$ cat src/design/fat_cluster_chain_engine_core_defines.svh
// ----------------------------------------------------------------------------
// fat_cluster_chain_engine_core assertion macros
// Clocked, reset-gated property wrappers used by the top level.
// ----------------------------------------------------------------------------
`ifndef FAT_CLUSTER_CHAIN_ENGINE_CORE_DEFINES_SVH
`define FAT_CLUSTER_CHAIN_ENGINE_CORE_DEFINES_SVH

// same-cycle implication
`define FCCE_ASSERT_NOW(label, ante, cons, msg) \
    label: assert property (@(posedge i_clk) disable iff (!i_rst_n) \
        (ante) |-> (cons)) else $error(msg);

// next-cycle implication
`define FCCE_ASSERT_NEXT(label, ante, cons, msg) \
    label: assert property (@(posedge i_clk) disable iff (!i_rst_n) \
        (ante) |=> (cons)) else $error(msg);

`endif

$ cat src/design/fcce_pkg.sv
// ----------------------------------------------------------------------------
// fcce_pkg
// Shared types and codes of the FAT cluster chain engine.
// ----------------------------------------------------------------------------
`timescale 1ns / 1ps
`default_nettype none

package fcce_pkg;

    // operation codes
    localparam logic [1:0] OP_WRITE  = 2'd0;
    localparam logic [1:0] OP_NEXT   = 2'd1;
    localparam logic [1:0] OP_FIND   = 2'd2;
    localparam logic [1:0] OP_EXTEND = 2'd3;

    // status codes
    localparam logic [1:0] ST_OK       = 2'd0;
    localparam logic [1:0] ST_NOT_END  = 2'd1;
    localparam logic [1:0] ST_NO_FREE  = 2'd2;
    localparam logic [1:0] ST_RANGE    = 2'd3;

    // configuration register indexes
    localparam logic [1:0] CFG_ENTRY_COUNT = 2'd0;
    localparam logic [1:0] CFG_DATA_START  = 2'd1;
    localparam logic [1:0] CFG_ROOT        = 2'd2;
    localparam logic [1:0] CFG_SPC         = 2'd3;

    typedef struct packed {
        logic [12:0] entry_count;
        logic [31:0] data_start_sector;
        logic [27:0] root_cluster;
        logic [7:0]  sector_mult;
    } t_cfg;

endpackage

`default_nettype wire

$ cat src/design/fcce_sector.sv
// ----------------------------------------------------------------------------
// fcce_sector
// Cluster to first sector mapping, multiply registered, add after it.
// ----------------------------------------------------------------------------
`timescale 1ns / 1ps
`default_nettype none

module fcce_sector (
    input  wire logic          i_clk,
    input  wire logic [27:0]   i_cluster,
    input  wire fcce_pkg::t_cfg i_cfg,
    output logic      [31:0]   o_sector
);
    import fcce_pkg::*;

    logic [31:0] w_diff;
    logic [39:0] w_prod;
    logic [31:0] r_prod;

    // offset wraps modulo 2^32 like the cluster arithmetic it models
    assign w_diff = {4'd0, i_cluster} - {4'd0, i_cfg.root_cluster};
    assign w_prod = w_diff * i_cfg.sector_mult;

    always_ff @(posedge i_clk) begin
        r_prod <= w_prod[31:0];
    end

    assign o_sector = i_cfg.data_start_sector + r_prod;

endmodule

`default_nettype wire
$ cat config.mk
export PLATFORM = sky130hd
export DESIGN_NAME = fcce_sector
export DESIGN_NICKNAME = d
export VERILOG_FILES = /design/src/design/fat_cluster_chain_engine_core_defines.svh /design/src/design/fcce_pkg.sv /design/src/design/fcce_sector.sv
export SDC_FILE = /design/constraint.sdc
export NUM_CORES = 1
export LEC_CHECK = 0
export ABC_AREA = 1
export BUFFER_PORTS_ARGS = -buffer_cell sky130_fd_sc_hd__buf_2
export CAP_MARGIN = 10
export CORE_ASPECT_RATIO = 1.5
export CORE_UTILIZATION = 25
export DETAILED_ROUTE_END_ITERATION = 8
export PLACE_DENSITY = 0.39
export SYNTH_ARGS = -nofsm -noshare
export SYNTH_HDL_FRONTEND = slang
export SYNTH_SLANG_ARGS = --single-unit
$ cat constraint.sdc
create_clock -name i_clk -period 6.2 [get_ports i_clk]
set_clock_uncertainty 0.2 [all_clocks]
set_input_delay 0.93 -clock i_clk [delete_from_list [all_inputs] [get_ports i_clk]]
set_output_delay 0.93 -clock i_clk [all_outputs]
set_load 0.05 [all_outputs]
==> results.yml <==
drt:
  dr.pass1.iters: 4
  wl_met1_um: 13300
  highest_layer: "met5"
  met3_length_um: 486
  drc: 0
  drt-vias-per-instance: 4.22
  wl_per_cell_um: 13.2
  drtIter0Drc: 230
  num_vias: 10700
  finalWirelength_um: 33400
  ant_nets: 0
  routed-wl-met2_um: 18600
finish:
  synthToLayoutAreaGrowth_pct: 51.4
  drive_gt1_share_pct: 38.8
  fin_nets: 2325
  layout_commonest_cell: "buf_4"
  final_area_um2: 16100
  reg_top3: "r_prod (32)"
  final_cell_mix: "291 x buf_4, 289 x inv_1, 243 x nand2_1"
  top_register: "r_prod"
  largest_reg_flops: 32
synthesis:
  synth_top_area_share_pct: 29.8
  synth_nets: 1893
  synth_edf_count: 0
  seq_area_frac_synth_pct: 6.03
  ys_warn_count: 0
  synth-main-ff-cell: "dfxtp_1"
  synthArstFlopShare_pct: 0
  ys_ff_latch: 32
  netlist_instances: 1526
  ys_types: 45
  yosys.area.top_type: "fa_1"
  avgSynthCellArea_um2: 6.97
  netlist_top_cells_area: "fa_1 30%, inv_1 12%, ha_1 12%"
  netlist_area_um2: 10600
cts:
  tritoncts: "done"
  h-tree-depth: 2
  root_buffer: "clkbuf_16"
  cts_made_buffers: 5
  cts_sinks: 32
  clock_path_buffers: 2
  cts.clk_slew.worst_paths_ns: 0.05
worst_setup_path:
  cp.depth: 31
  cp.required_ns: 6.21
  critPathBufInv: 9
  endpoint_kind: "register"
  crit_start: "i_cfg[14]"
  endpoint: "r_prod[28]$_DFF_P_"
  max_stage_delay_ns: 0.53
  crit_type: "input pin to register"
  worst-endpoint-arrival_ns: 6.21
  worstSetupStartpointType: "input pin"
  cpLargestDelayFamily: "adder cells"
  critical_path.max_fanout: 5
  cp_slowest_cell: "fa_1"
global_route:
  grt_start_max_net_pins: 25
  grt_pass1_vias: 11400
  grt_pass1_wl_um: 54700
  gr-usage-all-layers_pct: 15.9
  overflow: 0
  antenna_found_initial: 2
die:
  dieArea_um2: 43400
  num_io_pins: 142
  core_um2: 42000
  initial_core_util_pct: 25.3
  die_h_um: 255
  die_w_um: 170
  rows: 92
sta:
  worst_slew_pin_slew_ns: 0.633
  rsz0062_at_grt: "true"
  min_period_over_period_pct: 99.9
  slew_violations: 0
  finalHoldViolations: 0
  fin_hold_ws_ns: 0.824
  setup_violations: 0
  fmax_ghz: 0.161
  fin_crit_ns: 6.20
  slew_headroom_pct: 57.7
job:
  cap_violations: 0
placement:
  routabilityCongestion: 0.801
  portBuffers: 128
  dp_hpwl_um: 29600
  placed_cell_area_um2: 14100
hold_path:
  hold_path.class: "input pin to register"
run_status:
  outcome: "finished, final reports clean"
what timing repair did:
| item | CTS | global route |
|---|---|---|
| gates resized for setup | 164 | 206 |
| pin swaps | 63 | 115 |
| endpoints found under the setup margin | 15 | 17 |
| buffers inserted | 18 | 15 |
| hold endpoints to repair | 0 | 0 |
| hold buffers | 0 | 0 |
cells in the mapped netlist, types with 2 or more instances:
library cell,count
a21oi_1,93
ha_1,99
inv_1,331
dfxtp_1,32
a21o_1,4
inv_2,2
o21bai_1,3
a31oi_1,11
nand3_1,37
o211ai_1,5
o21ai_0,35
nand2_2,10
nand3_2,8
a21boi_0,2
fa_1,158
clkbuf_1,17
nor2_2,2
a31o_2,3
o21a_1,4
xnor2_1,29
nand4_1,8
nor3_1,8
a21boi_2,2
and3_1,2
o21ai_1,2
or2_2,2
nand2_1,304
nor2_1,244
nor4_1,2
a211oi_1,2
nand3b_1,2
xor2_1,50
cell type report:
cell class	count	area, µm²
inverters	334	1260
repair buffers	443	3160
diodes	1	2.50
clock inverters	2	16.3
well taps	564	706
flip-flops and latches	32	641
clock buffers	6	129
multi-input cells	1142	10200
fillers	4517	25900
per-stage QoR:
| stage | std cells | setup TNS [ns] | setup WS, ns | utilization, % |
|---|---|---|---|---|
| CTS | 2510 | -0.266 | -0.149 | 36.2 |
| global placement | 2484 | -9.58 | -0.796 | 33.5 |
| global route | 2524 | -1.33 | -0.256 | 38.3 |
| floorplan | 1526 | 0 | 0.00467 | - |
| detailed placement | 2484 | -9.61 | -0.807 | 33.5 |
| finish | 2524 | 0 | 0.00400 | 38.3 |
per-layer routing:
metal	GRT usage [%]	vias up
met5	0	-
met1	17.2	4983
met2	32.3	134
met4	5.23	2
li1	-	5499
met3	0.652	45
worst min path at each step:
stage / start / endpoint / cells past startpoint
2_1_floorplan: i_cfg[0] / r_prod[0]$_DFF_P_ / 3
3_3_place_gp: i_cfg[0] / r_prod[0]$_DFF_P_ / 3
3_5_place_dp: i_cfg[0] / r_prod[0]$_DFF_P_ / 3
4_1_cts: i_cfg[0] / r_prod[0]$_DFF_P_ / 3
5_1_grt: i_cfg[0] / r_prod[0]$_DFF_P_ / 3
6_report: i_cfg[0] / r_prod[0]$_DFF_P_ / 3
kinds of logic after synthesis:
| group | Yosys count | synth area share [%] |
|---|---|---|
| xor gates and xnor gates | 80 | 6.66 |
| buffers and inverters | 352 | 12.4 |
| adders and majority gates | 257 | 41.4 |
| and+or+nand+nor | 632 | 24.2 |
| DFF | 32 | 6.03 |
| AOI/OAI and AO/OA | 173 | 9.30 |
Power is not shown: default switching activity piles up to over one toggle a cycle in this logic, so the estimate is an artifact.
