--- config.mk ---
export PLATFORM = sky130hd
export DESIGN_NAME = fcce_cfg
export DESIGN_NICKNAME = d
export VERILOG_FILES = /design/src/design/fat_cluster_chain_engine_core_defines.svh /design/src/design/fcce_pkg.sv /design/src/design/fcce_cfg.sv
export SDC_FILE = /design/constraint.sdc
export NUM_CORES = 1
export LEC_CHECK = 0
export BUFFER_PORTS_ARGS = -buffer_cell sky130_fd_sc_hd__buf_2
export CAP_MARGIN = 25
export CORE_MARGIN = 1
export CORE_UTILIZATION = 52
export CTS_CLUSTER_SIZE = 10
export DETAILED_ROUTE_END_ITERATION = 12
export HOLD_SLACK_MARGIN = 0.06
export PLACE_DENSITY = 0.85
export REMOVE_ABC_BUFFERS = 1
export SYNTH_ARGS = -nofsm -noshare
export SYNTH_HDL_FRONTEND = slang
export SYNTH_SLANG_ARGS = --single-unit
export TNS_END_PERCENT = 1
--- constraint.sdc ---
create_clock -name i_clk -period 2.4 [get_ports i_clk]
set_input_delay 0.48 -clock i_clk [delete_from_list [all_inputs] [get_ports i_clk]]
set_output_delay 0.48 -clock i_clk [all_outputs]
set_load 0.02 [all_outputs]
--- src/design/fat_cluster_chain_engine_core_defines.svh ---
// ----------------------------------------------------------------------------
// fat_cluster_chain_engine_core assertion macros
// Clocked, reset-gated property wrappers used by the top level.
// ----------------------------------------------------------------------------
`ifndef FAT_CLUSTER_CHAIN_ENGINE_CORE_DEFINES_SVH
`define FAT_CLUSTER_CHAIN_ENGINE_CORE_DEFINES_SVH

// same-cycle implication
`define FCCE_ASSERT_NOW(label, ante, cons, msg) \
    label: assert property (@(posedge i_clk) disable iff (!i_rst_n) \
        (ante) |-> (cons)) else $error(msg);

// next-cycle implication
`define FCCE_ASSERT_NEXT(label, ante, cons, msg) \
    label: assert property (@(posedge i_clk) disable iff (!i_rst_n) \
        (ante) |=> (cons)) else $error(msg);

`endif

--- src/design/fcce_pkg.sv ---
// ----------------------------------------------------------------------------
// fcce_pkg
// Shared types and codes of the FAT cluster chain engine.
// ----------------------------------------------------------------------------
`timescale 1ns / 1ps
`default_nettype none

package fcce_pkg;

    // operation codes
    localparam logic [1:0] OP_WRITE  = 2'd0;
    localparam logic [1:0] OP_NEXT   = 2'd1;
    localparam logic [1:0] OP_FIND   = 2'd2;
    localparam logic [1:0] OP_EXTEND = 2'd3;

    // status codes
    localparam logic [1:0] ST_OK       = 2'd0;
    localparam logic [1:0] ST_NOT_END  = 2'd1;
    localparam logic [1:0] ST_NO_FREE  = 2'd2;
    localparam logic [1:0] ST_RANGE    = 2'd3;

    // configuration register indexes
    localparam logic [1:0] CFG_ENTRY_COUNT = 2'd0;
    localparam logic [1:0] CFG_DATA_START  = 2'd1;
    localparam logic [1:0] CFG_ROOT        = 2'd2;
    localparam logic [1:0] CFG_SPC         = 2'd3;

    typedef struct packed {
        logic [12:0] entry_count;
        logic [31:0] data_start_sector;
        logic [27:0] root_cluster;
        logic [7:0]  sector_mult;
    } t_cfg;

endpackage

`default_nettype wire

--- src/design/fcce_cfg.sv ---
// ----------------------------------------------------------------------------
// fcce_cfg
// Configuration register bank with its write channel.
// ----------------------------------------------------------------------------
`timescale 1ns / 1ps
`default_nettype none

module fcce_cfg (
    input  wire logic          i_clk,
    input  wire logic          i_rst_n,
    input  wire logic          i_cfg_valid,
    output logic               o_cfg_ready,
    input  wire logic [1:0]    i_cfg_index,
    input  wire logic [31:0]   i_cfg_data,
    output fcce_pkg::t_cfg     o_cfg
);
    import fcce_pkg::*;

    t_cfg r_cfg;

    assign o_cfg_ready = 1'b1;
    assign o_cfg       = r_cfg;

    always_ff @(posedge i_clk) begin
        if (!i_rst_n) begin
            r_cfg.entry_count         <= 13'd4096;
            r_cfg.data_start_sector   <= 32'd0;
            r_cfg.root_cluster        <= 28'd2;
            r_cfg.sector_mult         <= 8'd8;
        end else if (i_cfg_valid) begin
            case (i_cfg_index)
                CFG_ENTRY_COUNT: r_cfg.entry_count         <= i_cfg_data[12:0];
                CFG_DATA_START:  r_cfg.data_start_sector   <= i_cfg_data;
                CFG_ROOT:        r_cfg.root_cluster        <= i_cfg_data[27:0];
                CFG_SPC:         r_cfg.sector_mult         <= i_cfg_data[7:0];
                default: ;
            endcase
        end
    end

endmodule

`default_nettype wire

==> flow_metrics.tcl, run 1 <==
set metrics [dict create \
    design_area_um2 3840 \
    outcome "finished, final reports clean" \
    cp_slowest_cell "and3b_2" \
    top_layer "met4" \
    final_hold_viol_count 0 \
    drt-wirelength-per-cell_um 13.3 \
    routed-wl-met2_um 3160 \
    finalWirelength_um 6560 \
    utilization_pct 68.6 \
    synth_top_area_share_pct 52.4 \
    num_antenna_cells 0 \
    timing.fmax_mhz 731 \
    critical_path_class "in -> reg" \
    ys_seq_area_share_pct 52.4 \
    drcViolationCount 0 \
    p_per_area_nw_per_um2 671 \
    hold_ws_ps 366 \
    tns_ps 0 \
    numPortBuffers 117 \
    post-synth-top-area-cell "dfxtp_1" \
    synth.most_common_cell "nand2_1" \
    regToRegSetupSlack_ps 1710 \
    grt_max_degree 50 \
    vias 2455 \
    core_um2 5610 \
    grt_pass1_vias 2249 \
    grt_pass1_wl_um 10300 \
    cp.required_ps 2680 \
    clk_pin_slew_ps 80 \
    worstSetupStartpointType "primary input" \
    synth_area_um2 3100 \
    clock-root-buffer "clkbuf_8" \
    place_area_um2 3670 \
    hp-class "in -> reg" \
    antenna_left 0 \
    path_cells "buf_2 > and3b_2 > buf_12 > mux2i_1" \
    clock-sinks 81 \
    ys_ff_latch 81 \
    synthTopCellsByCount "nand2_1, dfxtp_1, mux2i_1, buf_2, buf_6" \
    drtPass1Iterations 4 \
    wl_met1_um 2880 \
    ys_async_sr_fraction_pct 0 \
    cts_setup_buffers 0 \
    ctsHtreeMaxLevel 3 \
    area_growth_pct 24.2 \
    maxCapViolCount 0 \
    grt_overflow 0 \
    gp_congestion 0.735 \
    timing.final.crit_share_pct 57.0 \
    worstMarginPinSlew_ps 530 \
    rsz0062_at_grt "no" \
    critPathCaptureType "flip-flop" \
    syn_avg_cell_area_um2 10.1 \
    slew_headroom_pct 64.6 \
    fin_skew_ps 0 \
    crit_start "i_cfg_index[1]" \
    layout_min_cycle_time_ps 1370 \
    hold_buffers 0 \
    setup_viol 0 \
    reg2reg_depth 2 \
    synth_warnings 0 \
    fin_nets 454 \
    p_leak_nw 1.97 \
    yosys-top-cells-area "dfxtp_1, mux2i_1, nand2_1" \
    synthDistinctLibCells 19 \
    crit_end "o_cfg[67]" \
    cts_tree "built" \
    numCtsBuffers 9 \
    grt_use_total_pct 21.6 \
    maxSlewViolCount 0 \
    viasPerCell 4.98 \
    antenna_found_initial 0 \
    place_hpwl_um 4660 \
    timing.rr.end "o_cfg[3]" \
    post_cts_resized 0 \
    synth-edff-count 0 \
    drtIter0Drc 63 \
    rows 27 \
    io_pins 119 \
    die_y_um 79.2 \
    initial_utilization_pct 55.2 \
    arrival_ps 1640 \
    syn_inst 307 \
    cpPeakStageDelay_ps 540 \
    wl_met3_um 410 \
    largest_reg_flops 81 \
    die_w_um 79.2 \
    min_path_cells 3 \
    dieArea_um2 6270 \
    drive_above_1_share_pct 33.3 \
    crit_fanout 20 \
    max-vdd-ir-drop_uv 391 \
    synthFlopType "dfxtp_1" \
    cts_buffer_depth 2 \
    insertion_delay_ps 350 \
    worstReg2RegStart "o_cfg[3]" \
]
==> logic make-up after synthesis <==
logic type,after synthesis,share of synthesized area [%]
muxes,78,25.2
other,1,0.121
and+or+nand+nor,117,15.6
DFF,81,52.4
AOI/OAI and AO/OA,4,0.889
buffers and inverters,26,5.74
==> through the flow <==
stage	power, mW	std cells	worst slack, ps
3_3_place_gp	1.73	478	719
2_1_floorplan	1.60	283	283
6_report	2.58	493	1030
3_5_place_dp	1.74	478	641
4_1_cts	2.59	493	1010
5_1_grt	2.68	493	957
==> final cells by class <==
type                       count  area, um2
clock inverter                 5       32.5
inverter                       2       7.51
timing repair buffer         123        658
tap                           72       90.1
multi-input combinational    200       1300
clock buffer                  10        138
fill                         467       1760
sequential                    81       1620
==> worst max-delay path: cells and delay by family <==
kind          cells  cell delay (ps)
buf+inv           2              400
mux               1              210
simple gates      1              540
==> cell usage in the layout (no fill, tap or decap), types with 2 or more instances in the layout <==
| master | instances |
|---|---|
| dfxtp_1 | 81 |
| buf_12 | 2 |
| nand2_1 | 110 |
| inv_1 | 2 |
| and4b_1 | 2 |
| clkinvlp_4 | 3 |
| clkbuf_8 | 10 |
| clkinv_2 | 2 |
| buf_2 | 116 |
| buf_4 | 5 |
| mux2i_1 | 78 |
==> metal layers <==
layer	track usage, %	vias up
met4	8.91	0
met5	0	-
met3	6.55	10
met2	35.9	85
li1	-	1225
met1	25.8	1135
==> power breakdown <==
part           total [mW]  leakage (nW)  switching [mW]  internal [mW]
clock               0.875        0.0802           0.481          0.394
sequential           1.41         0.659          0.0237           1.39
combinational       0.292          1.23           0.180          0.112
total                2.58          1.97           0.685           1.90
==> worst min path at each step <==
stage                               from   endpoint  slack, ps
after global placement         o_cfg[67]  o_cfg[67]        440
after floorplan                o_cfg[36]  o_cfg[36]        530
after global routing      i_cfg_data[30]  o_cfg[66]        380
after CTS                 i_cfg_data[30]  o_cfg[66]        360
after detailed placement       o_cfg[74]  o_cfg[74]        450
final                     i_cfg_data[30]  o_cfg[66]        370
(Power assumes the default switching activity.)
==> run 2: changes to the inputs <==
Settings changed: CORE_UTILIZATION 52 to 44, PLACE_DENSITY 0.85 to 0.77.
Clock period 2.4 ns to 1.23 ns, I/O delays scaled along.
==> run 2 against run 1 <==
Critical path depth decreased by 3. Clock-buffer cell count down 1. Utilization down 9.7 points. Register-to-register slack got worse by 1200 ps. Sequential power rose by 96%. Combinational power rose by 100%. Via count is 2.2% lower. Flip-flop and latch count unchanged. Routed wire length decreased by 2.6%. Cell area is 4.1% higher. Global-route usage fell by 3.8 points.
==> flow_metrics.tcl, run 2 (synthesis results as in run 1) <==
set metrics [dict create \
    post_cts_resized 0 \
    setup_viol 0 \
    outcome "finished, final reports clean" \
    insertion_delay_ps 330 \
    viasPerCell 4.61 \
    p_per_area_nw_per_um2 1370 \
    rsz0062_at_grt "no" \
    drtIter0Drc 85 \
    max-vdd-ir-drop_uv 732 \
    cts_setup_buffers 0 \
    grt_max_degree 55 \
    final_cells 521 \
    grt_pass1_vias 2290 \
    cp_slowest_cell "dfxtp_1" \
    mostFrequentLayoutCells "buf_2, nand2_1, dfxtp_1, mux2i_1, clkbuf_8" \
    fin_skew_ps 0 \
    critical_path_buf_inv_count 1 \
    drive_above_1_share_pct 33.9 \
    grt_overflow 0 \
    crit_family "flip-flops" \
    crit_fanout 2 \
    critical_path_class "reg -> out" \
    drcViolationCount 0 \
    core_um2 6790 \
    dieArea_um2 7370 \
    cts_buffer_depth 2 \
    p_leak_nw 2.03 \
    design_area_um2 4000 \
    die_w_um 85.9 \
    die_y_um 85.9 \
    fin_nets 457 \
    io_pins 119 \
    clock-root-buffer "clkbuf_8" \
    layout_min_cycle_time_ps 1120 \
    place_area_um2 3780 \
    numCtsBuffers 9 \
    drtPass1Iterations 4 \
    timing.final.crit_share_pct 91.0 \
    initial_utilization_pct 45.6 \
    numPortBuffers 117 \
    maxSlewViolCount 0 \
    path_cells "buf_2" \
    largest_reg_flops 81 \
    drt-wirelength-per-cell_um 12.3 \
    clock-sinks 81 \
    cts_tree "built" \
    clk_pin_slew_ps 90 \
    hold_buffers 0 \
    critPathCaptureType "primary output" \
    antenna_left 0 \
    grt_use_total_pct 17.8 \
    vias 2400 \
    final_common_cell "buf_2" \
    area_growth_pct 29.3 \
    dp.cells 505 \
    final_hold_viol_count 0 \
    maxCapViolCount 0 \
    rows 30 \
    finalWirelength_um 6380 \
    timing.fmax_mhz 894 \
    utilization_pct 58.9 \
    num_antenna_cells 0 \
    tns_ps 0 \
    hp-class "in -> reg" \
    worstSetupStartpointType "flip-flop" \
    antenna_found_initial 0 \
    place_hpwl_um 4570 \
    cp.required_ps 980 \
    arrival_ps 870 \
    cpPeakStageDelay_ps 360 \
    ctsHtreeMaxLevel 3 \
    grt_pass1_wl_um 10400 \
    gp_congestion 0.741 \
]
## run 2: per-layer routing
layer / global-route usage (%) / routed length (um) / vias to the layer above
met5: 0 / 0 / -
met4: 6.21 / 72 / 0
met3: 5.68 / 374 / 8
met2: 31.0 / 3070 / 71
met1: 20.6 / 2870 / 1091
li1: - / - / 1230
## run 2: power by group
part           leakage (nW)  total (mW)  internal [mW]  switching [mW]
sequential            0.659        2.76           2.71          0.0448
combinational          1.26       0.592          0.237           0.355
clock                 0.115        2.15           1.16           0.984
## run 2: final timing paths
kind / cells after the start / slack (ps) / start / to
max reg2reg: 1 / 560 / o_cfg[9] / o_cfg[9]
min: 3 / 140 / i_cfg_data[30] / o_cfg[66]
min reg2reg: 2 / 460 / o_cfg[6] / o_cfg[6]
max: 1 / 110 / o_cfg[68] / o_cfg[68]
## run 2: area by class of cell
cell class / count / area, um2
Fill cell: 616 / 2790
Sequential cell: 81 / 1620
Multi-Input combinational cell: 200 / 1300
Timing Repair Buffer: 126 / 731
Clock buffer: 9 / 124
Tap cell: 96 / 120
Clock inverter: 7 / 100
Inverter: 2 / 7.51
## run 2: tightest hold or removal path: cells and delay by family
family	cells	cell delay, ps
mux	1	50
simple gates	1	40
buf+inv	1	100
## run 2: stage by stage
step           power, mW  worst slack, ps  hold WS, ps
5_1_grt             5.73             53.0          132
6_report            5.50              111          141
4_1_cts             5.56             91.8          133
3_5_place_dp        3.42             33.9          446
3_3_place_gp        3.40             56.0          441
2_1_floorplan       3.13             -653          322
==> run 3: changes to the inputs <==
Settings changed: CORE_UTILIZATION 44 to 25, PLACE_DENSITY 0.77 to 0.49.
==> run 3 against run 2 <==
Flip-flop and latch count unchanged. Via count decreased by 0.75%. Die area increased by 74%. Non-clock buffer count increased by 3. Cell count increased by 14%. Sequential power about the same. Worst setup slack improved by 19 ps. Fmax increased by 1.7%. Critical path type unchanged. Highest routed layer unchanged.
==> flow_metrics.tcl, run 3 (synthesis results as in run 1) <==
set metrics [dict create \
    initial_utilization_pct 25.7 \
    drtPass1Iterations 4 \
    dp.cells 580 \
    setup_viol 0 \
    p_sw_mw 1.41 \
    layout_min_cycle_time_ps 1100 \
    grt_pass1_vias 2323 \
    internal-power_mw 4.54 \
    switching_share_pct 23.7 \
    rsz0062_at_grt "no" \
    crit_family "flip-flops" \
    min_from "i_cfg_data[28]" \
    power_frac_seq_pct 46.4 \
    timing.rr.end "o_cfg[9]" \
    cts_tree "built" \
    reg2reg_depth 1 \
    power_frac_comb_pct 10.2 \
    grt_overflow 0 \
    gp_congestion 0.667 \
    largest_reg_flops 81 \
    antenna_left 0 \
    drcViolationCount 0 \
    min_path_cells 3 \
    die_w_um 113 \
    rows 40 \
    cpPeakStageDelay_ps 350 \
    post_cts_resized 0 \
    p_per_area_nw_per_um2 1420 \
    core_um2 12100 \
    grt_max_degree 41 \
    final_cells 596 \
    timing.final.crit_share_pct 89.4 \
    min_to "o_cfg[64]" \
    crit_fanout 2 \
    timing.fmax_mhz 909 \
    worstSetupStartpointType "flip-flop" \
    p_leak_nw 2.08 \
    pwr-share-clk_pct 43.4 \
    final_common_cell "buf_2" \
    outcome "finished, final reports clean" \
    finalWirelength_um 7310 \
    cts_buffer_depth 2 \
    numPortBuffers 117 \
    path_cells "buf_2" \
    cp_slowest_cell "dfxtp_1" \
    fin_nets 460 \
    maxCapViolCount 0 \
    critPathCaptureType "primary output" \
    cp.required_ps 980 \
    design_area_um2 4180 \
    utilization_pct 34.7 \
    viasPerCell 4.00 \
    insertion_delay_ps 320 \
    cp.depth 1 \
    critical_path_buf_inv_count 1 \
    mostFrequentLayoutCells "buf_2, nand2_1, dfxtp_1, mux2i_1, clkbuf_16" \
    arrival_ps 850 \
    drt-wirelength-per-cell_um 12.3 \
    cts_setup_buffers 0 \
    clock-sinks 81 \
    dieArea_um2 12800 \
    place_hpwl_um 5260 \
    fin_skew_ps 0 \
    vias 2382 \
    ctsHtreeMaxLevel 3 \
    clock-root-buffer "clkbuf_16" \
    maxSlewViolCount 0 \
    num_antenna_cells 0 \
    max-vdd-ir-drop_uv 558 \
    worstReg2RegStart "o_cfg[9]" \
    clk_pin_slew_ps 60 \
    antenna_found_initial 0 \
    hp-class "in -> reg" \
    numCtsBuffers 9 \
    drtIter0Drc 109 \
    critical_path_class "reg -> out" \
    area_growth_pct 35.2 \
    grt_use_total_pct 11.8 \
    die_y_um 113 \
    drive_above_1_share_pct 34.1 \
    grt_pass1_wl_um 11600 \
    place_area_um2 3890 \
    final_hold_viol_count 0 \
    hold_buffers 0 \
    io_pins 119 \
    regToRegSetupSlack_ps 570 \
]
## run 3: worst max-delay path by stage
stage,startpoint,end
after global routing,o_cfg[49],o_cfg[49]
final,o_cfg[52],o_cfg[52]
after CTS,o_cfg[52],o_cfg[52]
after global placement,i_cfg_index[1],o_cfg[48]
after floorplan,i_cfg_index[0],o_cfg[9]
after detailed placement,i_cfg_index[1],o_cfg[36]
## run 3: cell type report
cell class / count / area (um2)
Timing Repair Buffer: 129 / 753
Multi-Input combinational cell: 200 / 1300
Tap cell: 168 / 210
Inverter: 2 / 7.51
Sequential cell: 81 / 1620
Clock inverter: 2 / 10.0
Fill cell: 1254 / 7880
Clock buffer: 14 / 284
## run 3: power by group through the flow
stage / Sequential (mW) / Combinational (mW) / Clock, mW
2_1_floorplan: 2.93 / 0.195 / 0
3_3_place_gp: 2.82 / 0.608 / 0
3_5_place_dp: 2.82 / 0.618 / 0
4_1_cts: 2.76 / 0.619 / 2.68
5_1_grt: 2.77 / 0.664 / 2.81
6_report: 2.76 / 0.608 / 2.58
## run 3: per-stage QoR
step                      setup WS, ps  power (mW)  hold WS, ps  TNS, ps
final                              130        5.96          168        0
after detailed placement         -4.50        3.44          447    -4.50
after floorplan                   -653        3.13          322   -30820
after global routing              81.7        6.24          157        0
after global placement            27.5        3.43          440        0
after CTS                          117        6.06          152        0
## run 3: routing by layer
metal / global-route usage [%] / vias to the layer above / share of wire [%]
met5: 0 / - / 0
met4: 4.47 / 0 / 0.94
met3: 4.39 / 6 / 6.9
met2: 17.5 / 75 / 42
met1: 15.6 / 1067 / 50
li1: - / 1234 / -
